--- src/rtl/rtv_pkg.sv ---
// ---------------------------------------------------------------------------
// rtv_pkg
// Constants, sector codes and stage payload types of the RGB to HSV converter.
// ---------------------------------------------------------------------------
`default_nettype none

package rtv_pkg;

  // Channel and result widths
  localparam int unsigned CH_W  = 8;
  localparam int unsigned HUE_W = 9;

  // Arithmetic constants
  localparam int unsigned HUE_SCALE = 60;
  localparam int unsigned SAT_SCALE = 255;
  localparam logic [HUE_W-1:0] HUE_OFS_GRN = 9'd120;
  localparam logic [HUE_W-1:0] HUE_OFS_BLU = 9'd240;
  localparam logic [HUE_W-1:0] HUE_WRAP    = 9'd360;

  // Divider shape: 8 quotient bits, 2 per stage
  localparam int unsigned NUM_W          = 16;
  localparam int unsigned QBITS          = 8;
  localparam int unsigned QIDX_W         = $clog2(QBITS);
  localparam int unsigned BITS_PER_STAGE = 2;
  localparam int unsigned DIV_STAGES     = QBITS / BITS_PER_STAGE;

  // Whole pipe: two front stages, divider, output register
  localparam int unsigned NSTG = 2 + DIV_STAGES + 1;

  // Sector of the largest channel
  localparam logic [1:0] SEC_RED = 2'd0;
  localparam logic [1:0] SEC_GRN = 2'd1;
  localparam logic [1:0] SEC_BLU = 2'd2;

  // After min/max
  typedef struct packed {
    logic [CH_W-1:0] mx;
    logic [CH_W-1:0] chroma;
    logic [1:0]      sector;
    logic            neg;
    logic [CH_W-1:0] absdiff;
  } front_t;

  // Through the divider (hue and saturation side by side)
  typedef struct packed {
    logic [CH_W-1:0]  mx;
    logic             grey;
    logic [1:0]       sector;
    logic             neg;
    logic [NUM_W-1:0] hrem;
    logic [CH_W-1:0]  hdiv;
    logic [QBITS-1:0] hq;
    logic [NUM_W-1:0] srem;
    logic [QBITS-1:0] sq;
  } divw_t;

endpackage

`default_nettype wire

--- src/rtl/rtv_if.sv ---
// ---------------------------------------------------------------------------
// rtv_if
// Valid/ready channels for RGB pixels and HSV results.
// ---------------------------------------------------------------------------
`default_nettype none

interface rtv_pix_if;
  logic       valid;
  logic       ready;
  logic [7:0] red;
  logic [7:0] green;
  logic [7:0] blue;

  modport source (output valid, output red, output green, output blue, input ready);
  modport sink   (input valid, input red, input green, input blue, output ready);
endinterface

interface rtv_hsv_if;
  logic       valid;
  logic       ready;
  logic [8:0] hue;
  logic [7:0] saturation;
  logic [7:0] brightness;

  modport source (output valid, output hue, output saturation, output brightness,
                  input ready);
  modport sink   (input valid, input hue, input saturation, input brightness,
                  output ready);
endinterface

`default_nettype wire

--- src/rtl/rgb_to_hsv_convert.sv ---
// ---------------------------------------------------------------------------
// rgb_to_hsv_convert
// 8-bit RGB pixel to hue (degrees), saturation and value, fully pipelined.
// ---------------------------------------------------------------------------
// One pixel beat is taken every clock while the output is not stalled, and
// each result beat passes through the stages in order: two front stages find max/min, the sector and the
// dividends, four divider stages each settle two quotient bits of both the
// hue and the saturation division, and a last stage applies the sector offset
// and drives the output register. Each stage holds its own valid bit and
// advances whenever the stage after it is empty or advancing, so bubbles
// close up and a stalled output holds its beat without loss; with out ready
// held high, in ready stays high.
`default_nettype none

module rgb_to_hsv_convert (
  input  logic      clk,
  input  logic      rst_n,
  rtv_pix_if.sink   in_pix,
  rtv_hsv_if.source out_hsv
);
  import rtv_pkg::*;

  logic [NSTG-1:0] vld;
  logic [NSTG-1:0] en;
  divw_t           dat [DIV_STAGES+1];

  // Stage load enables, ripple back from the output
  always_comb begin
    en[NSTG-1] = !vld[NSTG-1] || out_hsv.ready;
    for (int i = NSTG - 2; i >= 0; i--) begin
      en[i] = !vld[i] || en[i+1];
    end
  end

  assign in_pix.ready = en[0];

  rtv_front u_front (
    .clk      (clk),
    .rst_n    (rst_n),
    .in_valid (in_pix.valid),
    .red      (in_pix.red),
    .green    (in_pix.green),
    .blue     (in_pix.blue),
    .en       (en[1:0]),
    .vld      (vld[1:0]),
    .dat_o    (dat[0])
  );

  // Divider stages
  for (genvar g = 0; g < DIV_STAGES; g++) begin : g_div
    rtv_div_stage #(.StageIdx(g)) u_div (
      .clk   (clk),
      .rst_n (rst_n),
      .vld_i (vld[g+1]),
      .dat_i (dat[g]),
      .en    (en[g+2]),
      .vld_o (vld[g+2]),
      .dat_o (dat[g+1])
    );
  end

  rtv_back u_back (
    .clk        (clk),
    .rst_n      (rst_n),
    .vld_i      (vld[NSTG-2]),
    .dat_i      (dat[DIV_STAGES]),
    .en         (en[NSTG-1]),
    .vld_o      (vld[NSTG-1]),
    .hue        (out_hsv.hue),
    .saturation (out_hsv.saturation),
    .brightness (out_hsv.brightness)
  );

  assign out_hsv.valid = vld[NSTG-1];

endmodule

`default_nettype wire

--- src/rtl/rtv_front.sv ---
// ---------------------------------------------------------------------------
// rtv_front
// Two stages: min/max and sector pick, then dividend forming.
// ---------------------------------------------------------------------------
`default_nettype none

module rtv_front (
  input  logic               clk,
  input  logic               rst_n,
  input  logic               in_valid,
  input  logic [7:0]         red,
  input  logic [7:0]         green,
  input  logic [7:0]         blue,
  input  logic [1:0]         en,
  output logic [1:0]         vld,
  output rtv_pkg::divw_t     dat_o
);
  import rtv_pkg::*;

  front_t a_nxt, a_r;
  divw_t  b_nxt, b_r;
  logic [1:0] vld_r;

  // Stage A: largest, smallest, sector and the signed difference
  always_comb begin
    a_nxt.mx = red;
    if (green > a_nxt.mx) a_nxt.mx = green;
    if (blue > a_nxt.mx)  a_nxt.mx = blue;
    a_nxt.chroma = red;
    if (green < a_nxt.chroma) a_nxt.chroma = green;
    if (blue < a_nxt.chroma)  a_nxt.chroma = blue;
    a_nxt.chroma = a_nxt.mx - a_nxt.chroma;
    if (red >= green && red >= blue) begin
      a_nxt.sector  = SEC_RED;
      a_nxt.neg     = green < blue;
      a_nxt.absdiff = a_nxt.neg ? blue - green : green - blue;
    end else if (green >= blue) begin
      a_nxt.sector  = SEC_GRN;
      a_nxt.neg     = blue < red;
      a_nxt.absdiff = a_nxt.neg ? red - blue : blue - red;
    end else begin
      a_nxt.sector  = SEC_BLU;
      a_nxt.neg     = red < green;
      a_nxt.absdiff = a_nxt.neg ? green - red : red - green;
    end
  end

  // Stage B: dividends 60*|diff| and 255*chroma, quotients cleared
  always_comb begin
    b_nxt.mx     = a_r.mx;
    b_nxt.grey   = a_r.chroma == '0;
    b_nxt.sector = a_r.sector;
    b_nxt.neg    = a_r.neg;
    b_nxt.hrem   = NUM_W'(a_r.absdiff) * NUM_W'(HUE_SCALE);
    b_nxt.hdiv   = a_r.chroma;
    b_nxt.hq     = '0;
    b_nxt.srem   = NUM_W'(a_r.chroma) * NUM_W'(SAT_SCALE);
    b_nxt.sq     = '0;
  end

  // Valid bits
  always_ff @(posedge clk) begin
    if (!rst_n) begin
      vld_r <= '0;
    end else begin
      if (en[0]) vld_r[0] <= in_valid;
      if (en[1]) vld_r[1] <= vld_r[0];
    end
  end

  // Payload
  always_ff @(posedge clk) begin
    if (en[0]) a_r <= a_nxt;
    if (en[1]) b_r <= b_nxt;
  end

  assign vld   = vld_r;
  assign dat_o = b_r;

endmodule

`default_nettype wire

--- src/rtl/rtv_div_stage.sv ---
// ---------------------------------------------------------------------------
// rtv_div_stage
// One divider stage: two restoring steps for hue and saturation quotients.
// ---------------------------------------------------------------------------
`default_nettype none

module rtv_div_stage #(
  parameter int unsigned StageIdx = 0
) (
  input  logic           clk,
  input  logic           rst_n,
  input  logic           vld_i,
  input  rtv_pkg::divw_t dat_i,
  input  logic           en,
  output logic           vld_o,
  output rtv_pkg::divw_t dat_o
);
  import rtv_pkg::*;

  // Highest quotient bit settled here
  localparam int unsigned HiBit = QBITS - 1 - BITS_PER_STAGE * StageIdx;

  divw_t dat_nxt, dat_r;
  logic  vld_r;

  // Subtract the shifted divisor where it fits, one quotient bit per step
  always_comb begin
    logic [NUM_W-1:0] hsh;
    logic [NUM_W-1:0] ssh;
    dat_nxt = dat_i;
    for (int j = 0; j < BITS_PER_STAGE; j++) begin
      hsh = NUM_W'(dat_nxt.hdiv) << (HiBit - j);
      ssh = NUM_W'(dat_nxt.mx) << (HiBit - j);
      if (dat_nxt.hrem >= hsh) begin
        dat_nxt.hrem = dat_nxt.hrem - hsh;
        dat_nxt.hq[QIDX_W'(HiBit - j)] = 1'b1;
      end
      if (dat_nxt.srem >= ssh) begin
        dat_nxt.srem = dat_nxt.srem - ssh;
        dat_nxt.sq[QIDX_W'(HiBit - j)] = 1'b1;
      end
    end
  end

  always_ff @(posedge clk) begin
    if (!rst_n) begin
      vld_r <= 1'b0;
    end else if (en) begin
      vld_r <= vld_i;
    end
  end

  always_ff @(posedge clk) begin
    if (en) dat_r <= dat_nxt;
  end

  assign vld_o = vld_r;
  assign dat_o = dat_r;

endmodule

`default_nettype wire

--- src/rtl/rtv_back.sv ---
// ---------------------------------------------------------------------------
// rtv_back
// Output stage: sector offset and sign fixup of hue, result register.
// ---------------------------------------------------------------------------
`default_nettype none

module rtv_back (
  input  logic           clk,
  input  logic           rst_n,
  input  logic           vld_i,
  input  rtv_pkg::divw_t dat_i,
  input  logic           en,
  output logic           vld_o,
  output logic [8:0]     hue,
  output logic [7:0]     saturation,
  output logic [7:0]     brightness
);
  import rtv_pkg::*;

  logic             vld_r;
  logic [HUE_W-1:0] hue_nxt, hue_r;
  logic [CH_W-1:0]  sat_nxt, sat_r;
  logic [CH_W-1:0]  bri_r;
  logic [HUE_W-1:0] q;
  logic [HUE_W-1:0] rnz;

  assign q   = HUE_W'(dat_i.hq);
  assign rnz = HUE_W'(dat_i.hrem != '0);

  // Red truncates toward zero and wraps; green and blue round down
  always_comb begin
    case (dat_i.sector)
      SEC_RED: begin
        if (!dat_i.neg)     hue_nxt = q;
        else if (q == '0)   hue_nxt = '0;
        else                hue_nxt = HUE_WRAP - q;
      end
      SEC_GRN: hue_nxt = dat_i.neg ? HUE_OFS_GRN - q - rnz : HUE_OFS_GRN + q;
      SEC_BLU: hue_nxt = dat_i.neg ? HUE_OFS_BLU - q - rnz : HUE_OFS_BLU + q;
      default: hue_nxt = '0;
    endcase
    if (dat_i.grey) hue_nxt = '0;
    sat_nxt = dat_i.grey ? '0 : dat_i.sq;
  end

  always_ff @(posedge clk) begin
    if (!rst_n) begin
      vld_r <= 1'b0;
    end else if (en) begin
      vld_r <= vld_i;
    end
  end

  always_ff @(posedge clk) begin
    if (en) begin
      hue_r <= hue_nxt;
      sat_r <= sat_nxt;
      bri_r <= dat_i.mx;
    end
  end

  assign vld_o      = vld_r;
  assign hue        = hue_r;
  assign saturation = sat_r;
  assign brightness = bri_r;

endmodule

`default_nettype wire

--- src/flat_wrapper.sv ---
// flat-port wrapper written by rule: the top's interface ports become plain ports
module rgb_to_hsv_convert_flat import rtv_pkg::*;
  (clk, rst_n, in_pix_valid, in_pix_red, in_pix_green, in_pix_blue, in_pix_ready, out_hsv_valid, out_hsv_hue, out_hsv_saturation, out_hsv_brightness, out_hsv_ready);
  rtv_pix_if in_pix_i ();
  rtv_hsv_if out_hsv_i ();
  input  logic clk;
  input  logic rst_n;
  input wire logic [$bits(in_pix_i.valid)-1:0] in_pix_valid;
  input wire logic [$bits(in_pix_i.red)-1:0] in_pix_red;
  input wire logic [$bits(in_pix_i.green)-1:0] in_pix_green;
  input wire logic [$bits(in_pix_i.blue)-1:0] in_pix_blue;
  output wire logic [$bits(in_pix_i.ready)-1:0] in_pix_ready;
  output wire logic [$bits(out_hsv_i.valid)-1:0] out_hsv_valid;
  output wire logic [$bits(out_hsv_i.hue)-1:0] out_hsv_hue;
  output wire logic [$bits(out_hsv_i.saturation)-1:0] out_hsv_saturation;
  output wire logic [$bits(out_hsv_i.brightness)-1:0] out_hsv_brightness;
  input wire logic [$bits(out_hsv_i.ready)-1:0] out_hsv_ready;
  assign in_pix_i.valid = in_pix_valid;
  assign in_pix_i.red = in_pix_red;
  assign in_pix_i.green = in_pix_green;
  assign in_pix_i.blue = in_pix_blue;
  assign in_pix_ready = in_pix_i.ready;
  assign out_hsv_valid = out_hsv_i.valid;
  assign out_hsv_hue = out_hsv_i.hue;
  assign out_hsv_saturation = out_hsv_i.saturation;
  assign out_hsv_brightness = out_hsv_i.brightness;
  assign out_hsv_i.ready = out_hsv_ready;
  rgb_to_hsv_convert u_core (.clk(clk), .rst_n(rst_n), .in_pix(in_pix_i), .out_hsv(out_hsv_i));
endmodule
--- config.mk ---
export PLATFORM = sky130hd
export DESIGN_NAME = rgb_to_hsv_convert_flat
export DESIGN_NICKNAME = d
export VERILOG_FILES = /design/src/rtl/rtv_pkg.sv /design/src/rtl/rtv_if.sv /design/src/rtl/rgb_to_hsv_convert.sv /design/src/rtl/rtv_front.sv /design/src/rtl/rtv_div_stage.sv /design/src/rtl/rtv_back.sv /design/src/flat_wrapper.sv
export SDC_FILE = /design/constraint.sdc
export NUM_CORES = 1
export LEC_CHECK = 0
export BUFFER_PORTS_ARGS = -buffer_cell sky130_fd_sc_hd__buf_2
export CORE_UTILIZATION = 65
export DETAILED_ROUTE_END_ITERATION = 16
export PLACE_DENSITY = 0.82
export SLEW_MARGIN = 30
export SYNTH_ARGS = -nofsm -noshare
export SYNTH_HDL_FRONTEND = slang
export SYNTH_SLANG_ARGS = --single-unit
--- constraint.sdc ---
create_clock -name clk -period 7.87 [get_ports clk]
set_clock_uncertainty 0.05 [all_clocks]
set_input_delay 0.3935 -clock clk [delete_from_list [all_inputs] [get_ports clk]]
set_output_delay 0.3935 -clock clk [all_outputs]
set_load 0.1 [all_outputs]
---- Word-level counts from Yosys, hierarchy flattened ----
Index checks and enable logic that the tools add are counted.
cells by class
  add/sub/neg operators ................... 29
  multipliers ............................. 2
  magnitude comparators ................... 26
  equal/unequal tests ..................... 2
  mux-type cells .......................... 29
  reductions and logical operators ........ 19
operator list
  operator          count
  $mux 16           14
  $mux 8            7
  $sub 8x8->8       7
  $mux 9            5
  $lt 8x8->1        5
  $ge 16x10->1      2
  $ge 16x11->1      2
  $ge 16x12->1      2
  $ge 16x13->1      2
  $ge 16x14->1      2
  $ge 16x8->1       2
  $ge 16x9->1       2
  $sub 16x10->16    2
  $sub 16x11->16    2
  $sub 16x12->16    2
  $sub 16x13->16    2
  $sub 16x14->16    2
  $sub 16x9->16     2
  $pmux 9 s3        1
  $ge 8x8->1        3
  $sub 9x1->9       2
  $mux 17           1
  $ge 16x15->1      1
  $gt 8x8->1        2
  other kinds (21)  33
storage, ports and cells
  bits in registers ....................... 331
  input bits .............................. 28
  output and inout port bits .............. 27
  logic and storage cells ................. 177

---- Longest topological paths before layout ----
  depth after elaboration ................. 8
  depth in mapped cells ................... 30
  mapped depth without buffers ............ 28

---- By module ----
Synthesis repeated with hierarchy kept, for this count alone.
unflattened totals
  cell total of the unflattened synthesis .. 2,590
  area, all modules ....................... 27,730.3 um^2
by module, submodules not included
  module                                 instances  cells each  area each (um^2)  seq. area each (um^2)
  rtv_front                              1          748         7,815.0           2,262.2
  rtv_div_stage (u_core.g_div[3].u_div)  1          465         4,807.1           2,062.0
  rtv_div_stage (u_core.g_div[2].u_div)  1          430         4,667.0           2,062.0
  rtv_div_stage (u_core.g_div[1].u_div)  1          403         4,351.7           2,062.0
  rtv_div_stage (u_core.g_div[0].u_div)  1          351         4,167.7           2,062.0
  rtv_back                               1          184         1,869.3           770.7
  rgb_to_hsv_convert                     1          9           52.6              0.0

---- Worst setup path after synthesis ----
No wires, ideal clock.
  path type ............................... in2reg
  from .................................... input in_pix_green[2]
  to ...................................... register u_core.u_front.a_r[18] (netlist name) (data pin)
  setup time .............................. 260 ps
  data arrival time ....................... 5,578 ps
  data required time ...................... 7,560 ps
  path slack .............................. 1,982 ps
  cell stages on the path ................. 28
  path buffers ............................ 3
  cell sequence ........................... inv_1 -> ha_1 -> nor2b_1 -> o21ai_0 -> a21oi_1 -> a2111oi_4 -> or2_2 -> buf_2 -> clkbuf_1 -> a21oi_1 -> ha_1 -> o21a_1 -> o21a_1 -> o21a_1 -> o21bai_1 -> a22oi_1 -> buf_1 -> mux2_2 -> inv_1 -> ha_1 -> nor2b_1 -> o21ai_0 -> nand2b_1 -> a21o_1 -> a21oi_1 -> o21ai_0 -> xor2_1 -> xnor2_1
RTL lines
  element               RTL line            text
  from (decl)           flat_wrapper.sv:10  input wire logic [$bits(in_pix_i.green)-1:0] in_pix_green;
  to (signal assigned)  rtv_front.sv:73     if (en[0]) a_r <= a_nxt;
  to (decl)             rtv_front.sv:20     front_t a_nxt, a_r;

==> results.ini <==
[finish]
final_nets = 2721
antennaDiodeCount = 0
drive_gt1_share_pct = 9.50
final_cells = 2857
area_growth_syn_to_layout_pct = 8.17

[critical_path]
crit_fanout = 17
cp-start-kind = flip-flop
worst-setup-path-type = reg -> reg
ff2ff_setup_slack_ns = 2.12
arrival_ns = 5.99
startpoint = u_core.g_div[1].u_div.dat_o[61]$_DFFE_PP_
rr_startpoint = u_core.g_div[1].u_div.dat_o[61]$_DFFE_PP_
worstReg2RegEnd = u_core.g_div[2].u_div.dat_o[17]$_DFFE_PP_
required_ns = 8.11
r2r_cells = 17
cp-end-kind = flip-flop

[sta]
rsz0062_at_grt = false
maxSlewHeadroom_pct = 37.9
holdWs_ns = 0.0403
setup_viol = 0
slew_viol_final = 0
final-hold-violation-count = 0
fmax_mhz = 174
finalSetupTns_ns = 0
fin_crit_ns = 5.75
tightestPinTransition_ns = 0.924
fin_crit_sh_pct = 73.0

[placed_design]
dp_hpwl_mm = 40.8
place_congestion = 0.951
port_buffers = 54
placed_cells = 2794

[synthesis]
syn_avg_cell_area_um2 = 10.5
yosysWarnings = 0
ys_top_cells_by_area = edfxtp_1 39%, ha_1 14%, fa_1 5.3%
synth_fp_nets = 2653
synth-edff-count = 314
netlist_instances = 2296
yosysUniqueCellTypes = 92
async_flop_share_pct = 0
ys.flop_type = edfxtp_1
yosysTopAreaCellShare_pct = 39.2
yosysSeqAreaShare_pct = 39.8
syn_area_um2 = 24100
ys_ff_latch = 321
yosysTopAreaCell = edfxtp_1

[global_routing]
first_global_vias = 17100
grt_util_all_layers_pct = 27.7
antenna_found_initial = 0
grt_pass1_wl_mm = 84.6
grt_max_degree = 62
gr-total-overflow = 0

[die]
io_pins = 55
die-area_um2 = 37800
fp.dieW_um = 194
row_count = 70
core_um2 = 36500
start_util_pct = 65.9
fp.dieH_um = 194

[route]
num_vias = 17200
drt-initial-drc-count = 1054
detail-route-antenna-nets = 0
wl_per_cell_um = 18.0
vias_per_cell = 6.04
wirelength_mm = 51.3
drtPass1Iterations = 6
drcViolationCount = 0

[min_path]
whs_endpoint = u_core.u_front.vld[0]$_SDFFE_PN0P_
hold_depth = 3
holdCritStartpoint = in_pix_valid
hold_class = in -> reg

[clock_tree]
cts_buffers = 36
cts_max_level = 2
cts_tree = yes
clock-sinks = 321
cts_buffer_depth = 3
cts-resized-gates = 0
clk_latency_ns = 0.55
post_cts_buffers = 0
clock-root-buffer = clkbuf_16
clk_pin_slew_ns = 0.06
ctsHoldBuffers = 0

[run_status]
outcome = complete, no violations

[run]
max-cap-violations = 0

-- synthesized netlist by cell type, types with 7 or more instances --
library cell	n
o31ai_1	11
dfxtp_1	7
or4_1	9
nand2_1	144
or2_2	13
mux2_1	7
a22oi_1	9
o21ai_0	117
nor4_1	17
a211oi_1	19
nand2b_1	27
xor2_1	51
a21o_1	45
xnor2_1	87
mux2i_1	59
and2_1	10
clkbuf_1	26
fa_1	64
o211ai_1	7
and3_1	11
a21oi_1	170
inv_1	227
o21a_1	29
nand3_1	23
mux2_2	66
edfxtp_1	314
a21boi_0	17
nor3_1	31
nand3b_1	13
or3_1	12
nor2b_1	56
o21bai_1	12
and4_1	8
nand4_1	27
nor2_1	174
a31oi_1	11
ha_1	265
-- how the worst max path moves through the flow --
stage / endpoint / slack, ns / depth (start not counted)
global placement: u_core.u_front.a_r[18]$_DFFE_PP_ / 1.87 / 28
detailed placement: u_core.u_front.a_r[18]$_DFFE_PP_ / 1.83 / 29
CTS: u_core.g_div[2].u_div.dat_o[17]$_DFFE_PP_ / 2.18 / 17
floorplan: u_core.u_front.a_r[18]$_DFFE_PP_ / 1.98 / 28
finish: u_core.g_div[2].u_div.dat_o[17]$_DFFE_PP_ / 2.12 / 17
global route: u_core.g_div[2].u_div.dat_o[17]$_DFFE_PP_ / 1.78 / 17
-- registers in the layout, summed over array words and instances (netlist names) --
| name | cells |
|---|---|
| u_core.g_div.u_div.dat_o | 215 |
| u_core.g_div.u_div.vld_o | 4 |
| u_core.u_back.brightness | 8 |
| u_core.u_back.hue | 9 |
| u_core.u_back.saturation | 8 |
| u_core.u_back.vld_o | 1 |
| u_core.u_front.a_r | 27 |
| u_core.u_front.dat_o | 47 |
| u_core.u_front.vld | 2 |
-- worst max-delay path: stages (launching register included) --
cell and delay, ns:
edfxtp_1 0.45, inv_1 0.16, ha_1 0.26, nor2b_1 0.15, o31a_1 0.30, o211ai_2 0.23, nand3_1 0.53, mux2_2 0.51
ha_1 0.34, nor2b_1 0.15, o21ai_0 0.17, nand2b_1 0.12, a31oi_1 0.31, a21oi_1 0.20, or3b_1 0.42, nand2b_1 0.22
or3_1 0.58, mux2_2 0.35
-- through the flow --
stage	utilization [%]	cell area, um2	worst slack, ns
final	71.3	26000	2.12
after global routing	71.3	26000	1.78
after CTS	71.3	26000	2.18
after detailed placement	68.1	24900	1.83
after global placement	68.1	24900	1.87
after floorplan	-	24100	1.98
-- final cells by class --
| type | count | area [um2] |
|---|---|---|
| fillers | 2620 | 10500 |
| inverters | 230 | 866 |
| multi-input cells | 1711 | 13500 |
| clock buffers | 44 | 931 |
| flip-flops and latches | 321 | 9570 |
| well taps | 468 | 586 |
| repair buffers | 64 | 345 |
| clock inverters | 19 | 209 |
-- routing by layer --
metal	routed length (um)	GRT usage (%)	vias to the layer above
met5	0	0	-
met2	26100	50.2	448
li1	-	-	8449
met4	1750	10.3	0
met3	1960	3.96	113
met1	21600	33.4	8232
-- cells in the final DEF (no fill, tap or decap), drive strengths merged, types with 51 or more instances in the layout --
cell type,instances
edfxtp,314
ha,265
inv,230
nor2,177
a21oi,171
nand2,145
o21ai,119
xnor2,87
mux2,73
fa,64
buf,64
mux2i,59
nor2b,56
xor2,51
-- logic make-up after synthesis --
group	share of synthesized area [%]
flops	39.8
compound gates	13.2
buf+inv	4.16
fa+ha+maj	19.1
simple gates	12.9
mux	5.87
xor+xnor	5.02
Power is left out: the tool's default activity adds up to more than one toggle a clock period on the data nets, which glitch-free logic cannot reach.
